### src/hdl/hrdbs_pkg.sv
// Shared types and constants for the HID report descriptor button scan core.
package hrdbs_pkg;

    typedef struct packed {
        logic [7:0] desc_byte;
        logic       final_byte;
    } t_in_item;

    typedef struct packed {
        logic [1:0] parse_status;
        logic [8:0] button_total;
        logic       has_left;
        logic       has_right;
    } t_out_item;

    typedef struct packed {
        logic       final_byte;
        logic [7:0] desc_byte;
        logic       long_tag;
        logic [1:0] kind;
        logic [3:0] code;
        logic [2:0] length;
    } t_entry;

    localparam logic [1:0]  ST_OK        = 2'd0;
    localparam logic [1:0]  ST_TRUNCATED = 2'd1;
    localparam logic [1:0]  ST_LONG      = 2'd2;

    localparam logic [3:0]  TAG_LONG     = 4'hf;
    localparam logic [1:0]  KIND_GLOBAL  = 2'd1;
    localparam logic [1:0]  KIND_LOCAL   = 2'd2;
    localparam logic [3:0]  CODE_PAGE    = 4'd0;
    localparam logic [3:0]  CODE_MIN     = 4'd1;
    localparam logic [3:0]  CODE_MAX     = 4'd2;
    localparam logic [31:0] PAGE_BUTTON  = 32'd9;
    localparam logic [1:0]  SIZE_FOUR    = 2'd3;

endpackage

### src/hdl/hrdbs_front.sv
// Front end: input handshake and prefix-field decode of each descriptor byte.
module hrdbs_front (
    input  logic                i_in_valid,
    input  hrdbs_pkg::t_in_item i_in_item,
    input  logic                i_queue_full,
    output logic                o_in_stall,
    output logic                o_push,
    output hrdbs_pkg::t_entry   o_entry
);

    assign o_in_stall = i_queue_full;
    assign o_push     = i_in_valid & ~i_queue_full;

    always_comb begin
        o_entry.final_byte = i_in_item.final_byte;
        o_entry.desc_byte  = i_in_item.desc_byte;
        o_entry.kind       = i_in_item.desc_byte[3:2];
        o_entry.code       = i_in_item.desc_byte[7:4];
        o_entry.long_tag   = (i_in_item.desc_byte[7:4] == hrdbs_pkg::TAG_LONG);
        if (i_in_item.desc_byte[1:0] == hrdbs_pkg::SIZE_FOUR) begin
            o_entry.length = 3'd4;
        end else begin
            o_entry.length = {1'b0, i_in_item.desc_byte[1:0]};
        end
    end

endmodule

### src/hdl/hrdbs_queue.sv
// Two-entry queue between the decode front end and the parse back end.
module hrdbs_queue (
    input  logic              i_clk,
    input  logic              i_rst_n,
    input  logic              i_push,
    input  hrdbs_pkg::t_entry i_entry,
    input  logic              i_pop,
    output logic              o_full,
    output logic              o_valid,
    output hrdbs_pkg::t_entry o_entry
);

    hrdbs_pkg::t_entry r_mem [2];
    logic              r_wr_ptr;
    logic              r_rd_ptr;
    logic [1:0]        r_count;

    assign o_full  = (r_count == 2'd2);
    assign o_valid = (r_count != 2'd0);
    assign o_entry = r_mem[r_rd_ptr];

    always_ff @(posedge i_clk) begin
        if (i_push) begin
            r_mem[r_wr_ptr] <= i_entry;
        end
    end

    always_ff @(posedge i_clk) begin
        if (!i_rst_n) begin
            r_wr_ptr <= 1'b0;
            r_rd_ptr <= 1'b0;
            r_count  <= 2'd0;
        end else begin
            if (i_push) begin
                r_wr_ptr <= ~r_wr_ptr;
            end
            if (i_pop) begin
                r_rd_ptr <= ~r_rd_ptr;
            end
            if (i_push && !i_pop) begin
                r_count <= r_count + 2'd1;
            end else if (!i_push && i_pop) begin
                r_count <= r_count - 2'd1;
            end
        end
    end

endmodule

### src/hdl/hrdbs_back.sv
// Back end: item parser state machine, button range capture and result register.
module hrdbs_back (
    input  logic                 i_clk,
    input  logic                 i_rst_n,
    input  logic                 i_q_valid,
    input  hrdbs_pkg::t_entry    i_q_entry,
    output logic                 o_pop,
    output logic                 o_out_valid,
    input  logic                 i_out_stall,
    output hrdbs_pkg::t_out_item o_out_item
);

    typedef enum logic [2:0] {
        PH_PREFIX   = 3'd0,
        PH_SHORT    = 3'd1,
        PH_LONGLEN  = 3'd2,
        PH_LONGTAG  = 3'd3,
        PH_LONGDATA = 3'd4
    } t_phase;

    t_phase      r_phase, n_phase;
    logic [1:0]  r_kind, n_kind;
    logic [3:0]  r_code, n_code;
    logic [2:0]  r_length, n_length;
    logic [7:0]  r_remaining, n_remaining;
    logic [31:0] r_accum, n_accum;
    logic [1:0]  r_pos, n_pos;
    logic        r_on_page, n_on_page;
    logic [7:0]  r_low, n_low;
    logic [7:0]  r_high, n_high;
    logic [1:0]  r_err, n_err;
    logic        r_out_valid;
    hrdbs_pkg::t_out_item r_out_item;
    hrdbs_pkg::t_out_item n_out_item;

    logic        a_en;
    logic [1:0]  a_kind;
    logic [3:0]  a_code;
    logic [2:0]  a_len;
    logic [31:0] a_val;
    logic [31:0] shifted;
    logic [8:0]  total;

    assign o_pop       = i_q_valid & (~i_q_entry.final_byte | ~r_out_valid | ~i_out_stall);
    assign o_out_valid = r_out_valid;
    assign o_out_item  = r_out_item;
    assign shifted     = {24'd0, i_q_entry.desc_byte} << {r_pos, 3'b000};

    always_comb begin
        n_phase     = r_phase;
        n_kind      = r_kind;
        n_code      = r_code;
        n_length    = r_length;
        n_remaining = r_remaining;
        n_accum     = r_accum;
        n_pos       = r_pos;
        n_on_page   = r_on_page;
        n_low       = r_low;
        n_high      = r_high;
        n_err       = r_err;
        a_en        = 1'b0;
        a_kind      = r_kind;
        a_code      = r_code;
        a_len       = r_length;
        a_val       = r_accum;

        if (r_err == hrdbs_pkg::ST_OK) begin
            unique case (r_phase)
                PH_SHORT: begin
                    n_accum     = r_accum | shifted;
                    n_pos       = r_pos + 2'd1;
                    n_remaining = r_remaining - 8'd1;
                    if (n_remaining == 8'd0) begin
                        a_en    = 1'b1;
                        a_val   = n_accum;
                        n_phase = PH_PREFIX;
                    end
                end
                PH_LONGLEN: begin
                    n_remaining = i_q_entry.desc_byte;
                    n_phase     = PH_LONGTAG;
                end
                PH_LONGTAG: begin
                    if (r_remaining == 8'd0) begin
                        n_err   = hrdbs_pkg::ST_LONG;
                        n_phase = PH_PREFIX;
                    end else begin
                        n_phase = PH_LONGDATA;
                    end
                end
                PH_LONGDATA: begin
                    n_remaining = r_remaining - 8'd1;
                    if (n_remaining == 8'd0) begin
                        n_err   = hrdbs_pkg::ST_LONG;
                        n_phase = PH_PREFIX;
                    end
                end
                default: begin
                    n_kind = i_q_entry.kind;
                    n_code = i_q_entry.code;
                    if (i_q_entry.long_tag) begin
                        n_phase = PH_LONGLEN;
                    end else begin
                        n_length = i_q_entry.length;
                        n_accum  = 32'd0;
                        n_pos    = 2'd0;
                        if (i_q_entry.length == 3'd0) begin
                            a_en    = 1'b1;
                            a_kind  = i_q_entry.kind;
                            a_code  = i_q_entry.code;
                            a_len   = 3'd0;
                            a_val   = 32'd0;
                            n_phase = PH_PREFIX;
                        end else begin
                            n_remaining = {5'd0, i_q_entry.length};
                            n_phase     = PH_SHORT;
                        end
                    end
                end
            endcase
        end

        if (a_en) begin
            if (a_kind == hrdbs_pkg::KIND_GLOBAL && a_code == hrdbs_pkg::CODE_PAGE) begin
                n_on_page = (a_val == hrdbs_pkg::PAGE_BUTTON);
            end else if (a_kind == hrdbs_pkg::KIND_LOCAL && a_len != 3'd0 && r_on_page) begin
                if (a_code == hrdbs_pkg::CODE_MIN) begin
                    n_low = a_val[7:0];
                end else if (a_code == hrdbs_pkg::CODE_MAX) begin
                    n_high = a_val[7:0];
                end
            end
        end

        if (n_err != hrdbs_pkg::ST_OK) begin
            n_out_item.parse_status = n_err;
        end else if (n_phase != PH_PREFIX) begin
            n_out_item.parse_status = hrdbs_pkg::ST_TRUNCATED;
        end else begin
            n_out_item.parse_status = hrdbs_pkg::ST_OK;
        end
        if (n_out_item.parse_status == hrdbs_pkg::ST_OK && n_on_page && n_high >= n_low) begin
            total = {1'b0, n_high} - {1'b0, n_low} + 9'd1;
        end else begin
            total = 9'd0;
        end
        n_out_item.button_total = total;
        n_out_item.has_left     = (total != 9'd0);
        n_out_item.has_right    = (total > 9'd1);
    end

    always_ff @(posedge i_clk) begin
        if (!i_rst_n) begin
            r_phase     <= PH_PREFIX;
            r_kind      <= 2'd0;
            r_code      <= 4'd0;
            r_length    <= 3'd0;
            r_remaining <= 8'd0;
            r_accum     <= 32'd0;
            r_pos       <= 2'd0;
            r_on_page   <= 1'b0;
            r_low       <= 8'd0;
            r_high      <= 8'd0;
            r_err       <= hrdbs_pkg::ST_OK;
            r_out_valid <= 1'b0;
        end else begin
            if (o_pop && i_q_entry.final_byte) begin
                r_out_valid <= 1'b1;
            end else if (!i_out_stall) begin
                r_out_valid <= 1'b0;
            end
            if (o_pop) begin
                if (i_q_entry.final_byte) begin
                    r_out_item  <= n_out_item;
                    r_phase     <= PH_PREFIX;
                    r_kind      <= 2'd0;
                    r_code      <= 4'd0;
                    r_length    <= 3'd0;
                    r_remaining <= 8'd0;
                    r_accum     <= 32'd0;
                    r_pos       <= 2'd0;
                    r_on_page   <= 1'b0;
                    r_low       <= 8'd0;
                    r_high      <= 8'd0;
                    r_err       <= hrdbs_pkg::ST_OK;
                end else begin
                    r_phase     <= n_phase;
                    r_kind      <= n_kind;
                    r_code      <= n_code;
                    r_length    <= n_length;
                    r_remaining <= n_remaining;
                    r_accum     <= n_accum;
                    r_pos       <= n_pos;
                    r_on_page   <= n_on_page;
                    r_low       <= n_low;
                    r_high      <= n_high;
                    r_err       <= n_err;
                end
            end
        end
    end

endmodule

### src/hdl/hid_report_descriptor_button_scan_core.sv
// Top level of the HID report descriptor button scan core.
// Takes one descriptor byte per transaction and sustains one byte per clock while the parser
// is not stalled. Each byte is decoded and written into a two-entry queue, then the parser
// stage consumes one entry per cycle, so the result for the last byte is loaded from the queue
// head into the result register, which drives the output directly. The result sits in an
// output register, so the input keeps flowing while it waits; only a second last-byte held
// behind an untaken result stalls the parser.
module hid_report_descriptor_button_scan_core (
    input  logic                 i_clk,
    input  logic                 i_rst_n,
    input  logic                 i_in_valid,
    output logic                 o_in_stall,
    input  hrdbs_pkg::t_in_item  i_in_item,
    output logic                 o_out_valid,
    input  logic                 i_out_stall,
    output hrdbs_pkg::t_out_item o_out_item
);

    logic              push;
    logic              pop;
    logic              queue_full;
    logic              q_valid;
    hrdbs_pkg::t_entry front_entry;
    hrdbs_pkg::t_entry q_entry;

    hrdbs_front u_front (
        .i_in_valid   (i_in_valid),
        .i_in_item    (i_in_item),
        .i_queue_full (queue_full),
        .o_in_stall   (o_in_stall),
        .o_push       (push),
        .o_entry      (front_entry)
    );

    hrdbs_queue u_queue (
        .i_clk   (i_clk),
        .i_rst_n (i_rst_n),
        .i_push  (push),
        .i_entry (front_entry),
        .i_pop   (pop),
        .o_full  (queue_full),
        .o_valid (q_valid),
        .o_entry (q_entry)
    );

    hrdbs_back u_back (
        .i_clk       (i_clk),
        .i_rst_n     (i_rst_n),
        .i_q_valid   (q_valid),
        .i_q_entry   (q_entry),
        .o_pop       (pop),
        .o_out_valid (o_out_valid),
        .i_out_stall (i_out_stall),
        .o_out_item  (o_out_item)
    );

endmodule

### config.mk
export PLATFORM = sky130hd
export DESIGN_NAME = hid_report_descriptor_button_scan_core
export DESIGN_NICKNAME = d
export VERILOG_FILES = /design/src/hdl/hrdbs_pkg.sv /design/src/hdl/hrdbs_front.sv /design/src/hdl/hrdbs_queue.sv /design/src/hdl/hrdbs_back.sv /design/src/hdl/hid_report_descriptor_button_scan_core.sv
export SDC_FILE = /design/constraint.sdc
export NUM_CORES = 1
export LEC_CHECK = 0
export BUFFER_PORTS_ARGS = -buffer_cell sky130_fd_sc_hd__buf_2
export CAP_MARGIN = 0
export CORE_ASPECT_RATIO = 0.5
export CORE_MARGIN = 2
export CORE_UTILIZATION = 55
export DETAILED_ROUTE_END_ITERATION = 10
export PLACE_DENSITY_LB_ADDON = 0.08
export SLEW_MARGIN = 20
export SYNTH_ARGS = -nofsm -noshare
export SYNTH_HDL_FRONTEND = slang
export SYNTH_SLANG_ARGS = --single-unit
### constraint.sdc
create_clock -name i_clk -period 4.05 [get_ports i_clk]
set_clock_uncertainty 0.2 [all_clocks]
set_input_delay 0.81 -clock i_clk [delete_from_list [all_inputs] [get_ports i_clk]]
set_output_delay 0.81 -clock i_clk [all_outputs]
set_load 0.02 [all_outputs]
# After elaboration in Yosys (flattened, before gate mapping)
# Memory sizes are Yosys's and may differ from the RTL's. A register that Yosys moved wholly into a read port is not among the register bits.
# Cells that the tools add are included.
# totals
ff_bits,91
mem_bits_rw,38
input_bits,13
out_inout_bits,15
word_cells,174
n_memories,1
# op_classes
add_sub_neg,6
order_cmp,2
eq_ne,20
shift,1
muxes,83
bitwise,11
reduce_logical,31
# mem_list
memory,depth,word_bits,rd,rd_clocked_by_memory_dff,wr,line,source
u_queue.r_mem,2,19,1,1,1,hrdbs_queue.sv:13,hrdbs_pkg::t_entry r_mem [2];
# ops
cell,n
32-bit 2-to-1 mux,7
32-bit case mux with 2 select lines,2
8-bit 2-to-1 mux,15
3-bit 2-to-1 mux,14
2-bit 2-to-1 mux,17
32-bit by 4-bit equality test with 1-bit output (second input constant),1
32-bit OR,1
8-bit by 5-bit << shifter with 32-bit output,1
4-bit 2-to-1 mux,7
8-bit case mux with 3 select lines,1
8-bit logical NOT,2
1-bit 2-to-1 mux,15
2-bit by 1-bit != test with 1-bit output (second input constant),5
9-bit by 1-bit adder with 9-bit output (second input constant),1
9-bit by 1-bit greater-than comparator with 1-bit output (second input constant),1
9-bit 2-to-1 mux,1
3-bit case mux with 3 select lines,1
9-bit nonzero test,1
8-bit by 8-bit subtractor with 9-bit output,1
8-bit >= comparator,1
1-bit logical AND,8
2-bit case mux with 2 select lines,2
4-bit AND reduction,2
2-bit nonzero test,4
other kinds (28),43

# Logic depth before layout (Yosys ltp)
# Gate-level depths: netlist of run 1.
# logic_depth
word_depth,15
depth_mapped,22
depth_no_buf,21

# By module
# A second synthesis of run 1 with hierarchy kept.
# unflattened
hier_cells,679
hier_area_um2,6869.1
# by_module_without_submodules
mod,instances,cells_per_inst,area_each_um2,seq_area_each_um2
hrdbs_back,1,577,5118.7,1871.8
hrdbs_queue,1,81,1592.8,1241.2
hrdbs_front,1,21,157.7,0.0

# Worst setup path after synthesis of run 1
# No wires, ideal clock.
# synth_timing
path_kind,reg-to-reg
start,reg u_back.r_remaining[0]
end,"reg u_back.r_out_item, in the netlist u_back.o_out_item[1] (data pin)"
setup_time_ps,267
arrival_ps,3854
t_required_ps,3583
setup_slack_ps,-272
stages_incl_launch_ff,19
n_path_buf,1
synth_period_minus_slack_ps,4322
path_cell_list,dfxtp_1 -> inv_1 -> ha_1 -> xnor2_1 -> nand4_1 -> or2_1 -> nor2_1 -> nand2_1 -> buf_2 -> mux2_2 -> ha_1 -> fa_1 -> nor2b_1 -> o311a_1 -> o21ai_0 -> nand2b_1 -> xnor2_1 -> nor4bb_1 -> a21oi_2
# synth_lines
element,line,source
from (decl),hrdbs_back.sv:25,"logic [7:0] r_remaining, n_remaining;"
from (signal assigned),hrdbs_back.sv:191,r_remaining <= n_remaining;
to (signal assigned),hrdbs_back.sv:174,r_out_item <= n_out_item;
to (decl),hrdbs_back.sv:33,hrdbs_pkg::t_out_item r_out_item;

==> results of run 1 <==
==> worst max path at each step <==
stage                               start                    to  slack (ns)
floorplan           u_back.r_remaining[0]  u_back.o_out_item[1]       -0.09
global placement    u_back.r_remaining[1]  u_back.o_out_item[0]       -0.21
detailed placement  u_back.r_remaining[1]  u_back.o_out_item[1]       -0.35
global route        u_back.r_remaining[7]  u_back.o_out_item[1]       -0.37
finish              u_back.r_remaining[1]  u_back.o_out_item[1]       -0.19
CTS                 u_back.r_remaining[1]  u_back.o_out_item[1]       -0.17
==> state kept, by name, summed over array words and instances, names as in the netlist, named ones only <==
register and count:
u_back.o_out_item 13, u_back.o_out_valid 1, u_back.r_accum 32, u_back.r_code 4
u_back.r_err 2, u_back.r_high 8, u_back.r_kind 2, u_back.r_length 3
u_back.r_low 8, u_back.r_on_page 1, u_back.r_phase 3, u_back.r_pos 2
u_back.r_remaining 8, u_queue.r_count 2, u_queue.r_mem 26, u_queue.r_rd_ptr 1
u_queue.r_wr_ptr 1
==> area by class of cell <==
cell class / count / area, um^2 / area share (%)
Sequential cell: 118 / 2759 / 34.68
Clock buffer: 22 / 489.2 / 6.149
Tap cell: 145 / 181.4 / 2.280
Timing Repair Buffer: 127 / 918.4 / 11.54
Multi-Input combinational cell: 476 / 3422 / 43.01
Clock inverter: 10 / 92.59 / 1.164
Inverter: 25 / 93.84 / 1.179
==> worst max-delay path, stage by stage, from the launching register on <==
cell and delay, ns:
dfxtp_2 0.32, inv_2 0.07, ha_1 0.17, nor3b_2 0.16, nand4_1 0.12, or2_4 0.30
nor4_4 0.26, buf_6 0.18, mux2i_4 0.25, ha_2 0.24, fa_1 0.48, nor2b_4 0.16
o311a_1 0.28, o21ai_1 0.14, nand2b_1 0.11, xnor2_2 0.17, nor4bb_4 0.31, a21oi_2 0.08
==> Yosys cell counts (6+ instances only) <==
cell type   n
dfxtp_1    79
nor2_1     71
nand2_1    52
a21oi_1    47
edfxtp_1   39
o21ai_0    34
inv_1      25
ha_1       20
mux2i_1    18
clkbuf_1   16
nor2b_1    15
mux2_2     14
nor3_1     14
a21boi_0   13
and2_1     12
a22oi_1    10
nor4_1     10
xnor2_1    10
nor2_2      9
buf_2       7
nand2b_1    7
nand3_1     7
nand4_1     6
o31ai_1     6
==> kinds of logic after synthesis <==
logic type,count (synthesis)
and+or+nand+nor,236
AOI/OAI and AO/OA,167
DFF,118
buffers and inverters,53
muxes,34
adders and majority gates,24
xor gates and xnor gates,15
==> routing by layer <==
layer	part of all wire [%]	vias up	wire length [um]	GRT usage, %
li1	-	2595	-	-
met1	46	2585	7552	36.63
met2	45	178	7399	43.74
met3	7.0	34	1144	9.061
met5	0	-	0	0
met4	2.0	0	328	8.598
==> power by group through the flow <==
stage          Clock, mW  Sequential (mW)  Combinational [mW]
3_3_place_gp           0             1.50                1.52
5_1_grt             1.54             1.50                1.76
4_1_cts             1.48             1.48                1.57
3_5_place_dp           0             1.50                1.53
6_report            1.47             1.48                1.63
2_1_floorplan          0             1.50               0.998
==> repair_timing <==
item | CTS | global route
gates resized for setup | 17 | 29
pin swaps | 11 | 23
setup endpoints to repair | 8 | 11
buffers inserted | 5 | 5
==> stage by stage <==
stage          total power, mW  area (um^2)  util, %
2_1_floorplan            2.498         6218        -
3_3_place_gp             3.013         7076    64.44
6_report                 4.584         7956    72.47
5_1_grt                  4.804         7956    72.47
3_5_place_dp             3.036         7076    64.44
4_1_cts                  4.531         7772    70.79
==> out/summary.txt, run 1 <==
CTS Root Buffer Type: clkbuf_16
Synth warnings: 0
P per Cell Area: 576.2 nW/um^2
largest net degree at the start of global routing: 39
worst r2r src: u_back.r_remaining[1]
routed len/inst: 17.80 um
drt via density: 5.842
drt drc: 0
Mapped Area: 6175 um^2
# hold bufs at CTS: 0
mean post-synth cell area: 9.544 um^2
Total Die Area: 12,140 um^2
Leakage: 3.127 nW
Die Y: 78.92 um
switching part of the total: 35.82%
worst slack, placed: -0.3453 ns
Final Net Count: 802
XOR/XNOR share of the synthesized area: 2.128%
Worst setup EP type: flip-flop
Routed Wire Length: 16,430 um
DRT antenna net count: 0
sequential share of power: 32.4%
R2R depth: 17
clock-pin slew on the worst setup and hold paths: 0.06 ns
Post-Syn Nets: 684
register area share after synthesis: 44.58%
Primary FF master, synth: dfxtp_1
max-cap violations: 0
synthesized instance count: 647
post-synthesis mux area share: 5.957%
failing checks: negative setup slack
Setup Viol. Count Final: 2
combinational family with the most area after synthesis: simple AND/OR/NAND/NOR gates
CTS tree: yes
post-synth top area share: 25.61%
first-pass GRT wire length: 25,910 um
Detailed Place HPWL: 11,610 um
design internal power: 2.942 mW
CTS sink cnt: 118
router iterations before antenna repair: 6
fin. max-slew vios: 0
Slew Limit Headroom: 47.24%
Post-synth EDFFs: 39
Cells after DPL: 881
Worst setup SP type: flip-flop
Worst VDD drop: 346.4 uV
initial antenna violation count: 0
fin cells: 923
Clk pwr share: 32.1%
RR Endpoint: u_back.o_out_item[1]
total gr overflow: 0
clock latency on the worst-skew pair: 0.42 ns
routability cong.: 0.9174
total global-route track usage: 27.72%
Hold Crit Class: flip-flop to flip-flop
post-synthesis compound-gate area fraction: 18.12%
WP data arrival: 4.20 ns
final hold violations: 0
Starting Density: 56.24%
CTS Buffer Depth: 2
most frequent cells in the layout: buf_4 (96), dfxtp_1 (74), nor2_1 (68), nand2_1 (51), a21oi_1 (47)
status: finished with violations
Worst Slack Setup Final: -0.1922 ns
num ports: 28
worst hold path depth: 2
die width: 153.8 um
worst hold slack: 0.2530 ns
min cycle time layout: 4.242 ns
Area Growth Syn to Fin: 28.86%
crit path max fanout: 4
Logic pwr share: 35.5%
floorplan core area: 10,980 um^2
vias after detailed routing: 5,392
post-route setup TNS: -0.3595 ns
row cnt: 27
Yosys top cell by area: dfxtp_1
reg2reg setup slack: -0.19 ns
1st-iter DRT viols: 347
vias in the first global route: 5,126
antenna cells: 0
total CTS buffers: 17
H-tree level count: 4
share of layout cells above drive strength 1: 31.23%
fillcell total: 783
Post-Synth Adder-Cell Area: 5.350%
ys async rst share: 0%
largest cells by area after synthesis: dfxtp_1 (26%), edfxtp_1 (19%), nor2_1 (4.3%), ha_1 (4.1%), a21oi_1 (3.8%)
Peak Freq: 235.7 MHz
number of I/O port buffers: 27
Yosys cell types: 69
Least-Margin Pin Slew: 0.7815 ns
commonest non-fill, non-tap cell in the layout: buf_4
Final Cycle Share: 104.7%
HP Start: u_back.r_high[7]
Crit path required time: 4.00 ns
Switching Power: 1.642 mW
critical path type: flip-flop to flip-flop
RSZ-0062 raised after global routing: true
Synth Register Bits: 118
Post-Synth Simple-Gate Area: 19.90%
Worst Hold Endpoint: u_back.r_high[7]
No activity file was read; power rests on OpenSTA's default activity.
==> inputs of run 2 (changes only) <==
CTS_BUF_LIST = sky130_fd_sc_hd__clkbuf_8   (was not set)
PLACE_DENSITY = 0.75   (was not set)
PLACE_DENSITY_LB_ADDON = not set   (was 0.08)
==> run 2 against run 1 <==
Clock power is 16% lower. Total power is 5.8% lower. The run still ends with negative setup slack left. Worst hold slack better by 0.0038 ns. Wire length down 0.23%. Critical path type unchanged. Combinational power barely moved. Global-route usage decreased by 0.41 points. Sequential share of layout area is 0.58 points higher. Worst setup slack got worse by 0.014 ns. Via count is 0.67% higher. Register-to-register slack about the same. Critical path depth rose by 2. Largest cell class unchanged. Count of clock-buffer cells in the layout fell by 4. Critical endpoint unchanged.
==> out/summary.txt, run 2 (same netlist as run 1, synthesis figures left out) <==
status: finished with violations
failing checks: negative setup slack
total global-route track usage: 27.31% (-0.41 points)
Starting Density: 56.24% (unchanged)
CTS sink cnt: 118 (unchanged)
Hold Crit Class: flip-flop to flip-flop
drt via density: 5.868 (+0.45%)
Area Growth Syn to Fin: 26.67%
Final Cycle Share: 105.1% (+0.34 points)
max FFs per register: 32 (unchanged)
Final Net Count: 804 (+0.25%)
fin cells: 925 (+0.22%)
Worst setup EP type: flip-flop
Slew Limit Headroom: 51.11% (+3.9 points)
router iterations before antenna repair: 5 (-1)
1st-iter DRT viols: 596 (+72%)
total gr overflow: 0 (unchanged)
Die Y: 78.92 um (unchanged)
DRT antenna net count: 0 (unchanged)
fin. max-slew vios: 0 (unchanged)
Setup Viol. Count Final: 2 (unchanged)
routability cong.: 0.9743 (+6.2%)
num ports: 28 (unchanged)
row cnt: 27 (unchanged)
Routed Wire Length: 16,390 um (-0.23%)
Peak Freq: 235.0 MHz (-0.32%)
Cells after DPL: 881 (unchanged)
max-cap violations: 0 (unchanged)
CTS tree: yes
floorplan core area: 10,980 um^2 (unchanged)
vias after detailed routing: 5,428 (+0.67%)
vias in the first global route: 5,014 (-2.2%)
drt drc: 0 (unchanged)
Detailed Place HPWL: 11,260 um (-3.0%)
Worst VDD drop: 311.0 uV (-10%)
RSZ-0062 raised after global routing: true
min cycle time layout: 4.256 ns (+0.01371 ns)
CTS Root Buffer Type: clkbuf_8
routed len/inst: 17.72 um (-0.44%)
clock latency on the worst-skew pair: 0.45 ns (+0.03 ns)
number of I/O port buffers: 27 (unchanged)
WP data arrival: 4.25 ns (+0.05 ns)
Least-Margin Pin Slew: 0.7277 ns (-0.05378 ns)
final hold violations: 0 (unchanged)
share of layout cells above drive strength 1: 31.15% (-0.080 points)
clock-pin slew on the worst setup and hold paths: 0.08 ns (+0.02 ns)
Worst Slack Setup Final: -0.2060 ns (-0.01372 ns)
Worst setup SP type: flip-flop
CTS Buffer Depth: 2 (unchanged)
first-pass GRT wire length: 25,720 um (-0.72%)
critical path type: flip-flop to flip-flop
fin util: 71.24% (-1.2 points)
die width: 153.8 um (unchanged)
worst slack, placed: -0.4049 ns (-0.05959 ns)
Leakage: 3.073 nW (-1.7%)
Total Die Area: 12,140 um^2 (unchanged)
initial antenna violation count: 0 (unchanged)
H-tree level count: 4 (unchanged)
Reg with most FFs: u_back.r_accum
Crit path required time: 4.05 ns (+0.05 ns)
total CTS buffers: 17 (unchanged)
P per Cell Area: 551.9 nW/um^2 (-4.2%)
antenna cells: 0 (unchanged)
commonest non-fill, non-tap cell in the layout: buf_4
largest net degree at the start of global routing: 39 (unchanged)
crit path max fanout: 7 (+3)
most frequent cells in the layout: buf_4 (99), dfxtp_1 (77), nor2_1 (67), nand2_1 (51), a21oi_1 (46)
## run 2: through the flow
stage	instance area [um^2]	hold WS, ns	power, mW	setup TNS, ns
after global routing	7821	0.2998	4.510	-1.634
after detailed placement	7063	0.2481	3.015	-1.210
after global placement	7063	0.2353	2.995	-0.4760
after floorplan	6218	0.2244	2.498	-0.1743
final	7821	0.2568	4.316	-0.4077
after CTS	7636	0.2643	4.262	-0.3580
## run 2: layer usage
layer  vias to the layer above  GRT usage (%)  wire [um]
met3                        21          7.205       1189
li1                       2590              -          -
met2                       200          41.53       7358
met5                         -              0          0
met4                         0          8.037        193
met1                      2617          38.53       7646
## run 2: worst max-delay path, cell delays in order, from the launching register on
cell	delay (ns)
dfxtp_2	0.33
inv_2	0.09
ha_4	0.13
nor3b_2	0.17
nand4_1	0.16
or2_4	0.32
nor4_4	0.23
buf_6	0.20
mux2i_4	0.28
ha_4	0.24
inv_4	0.07
ha_4	0.14
inv_2	0.03
fa_2	0.36
nor2b_4	0.13
o31a_1	0.20
xnor2_2	0.14
nand4_1	0.17
nor4bb_4	0.34
a21oi_2	0.07
## run 2: area by class of cell
cell class,count,area (um^2)
clock buffers,18,247.7
fillers,780,3158
flip-flops and latches,118,2758
multi-input cells,476,3428
inverters,25,98.84
repair buffers,129,912.1
well taps,145,181.4
clock inverters,14,195.2
## run 2: path summary, 6_finish.rpt
check	cells past startpoint	to	slack, ns	from
worst max-delay path	19	u_back.o_out_item[1]	-0.21	u_back.r_remaining[1]
worst min-delay path	2	u_back.r_low[5]	0.26	u_back.r_low[5]
worst max register to register	19	u_back.o_out_item[1]	-0.21	u_back.r_remaining[1]
worst min register to register	2	u_back.r_low[5]	0.26	u_back.r_low[5]
## run 2: power breakdown
part	internal [mW]	total, mW	switching [mW]
Clock	0.695	1.24	0.542
Combinational	0.632	1.60	0.963
Sequential	1.37	1.48	0.111
## run 2: timing repair
| action | CTS | global route |
|---|---|---|
| hold buffers | 0 | 0 |
| setup buffers | 6 | 7 |
| pin swaps | 14 | 16 |
| endpoints found under the setup margin | 10 | 11 |
| gates resized for setup | 22 | 30 |
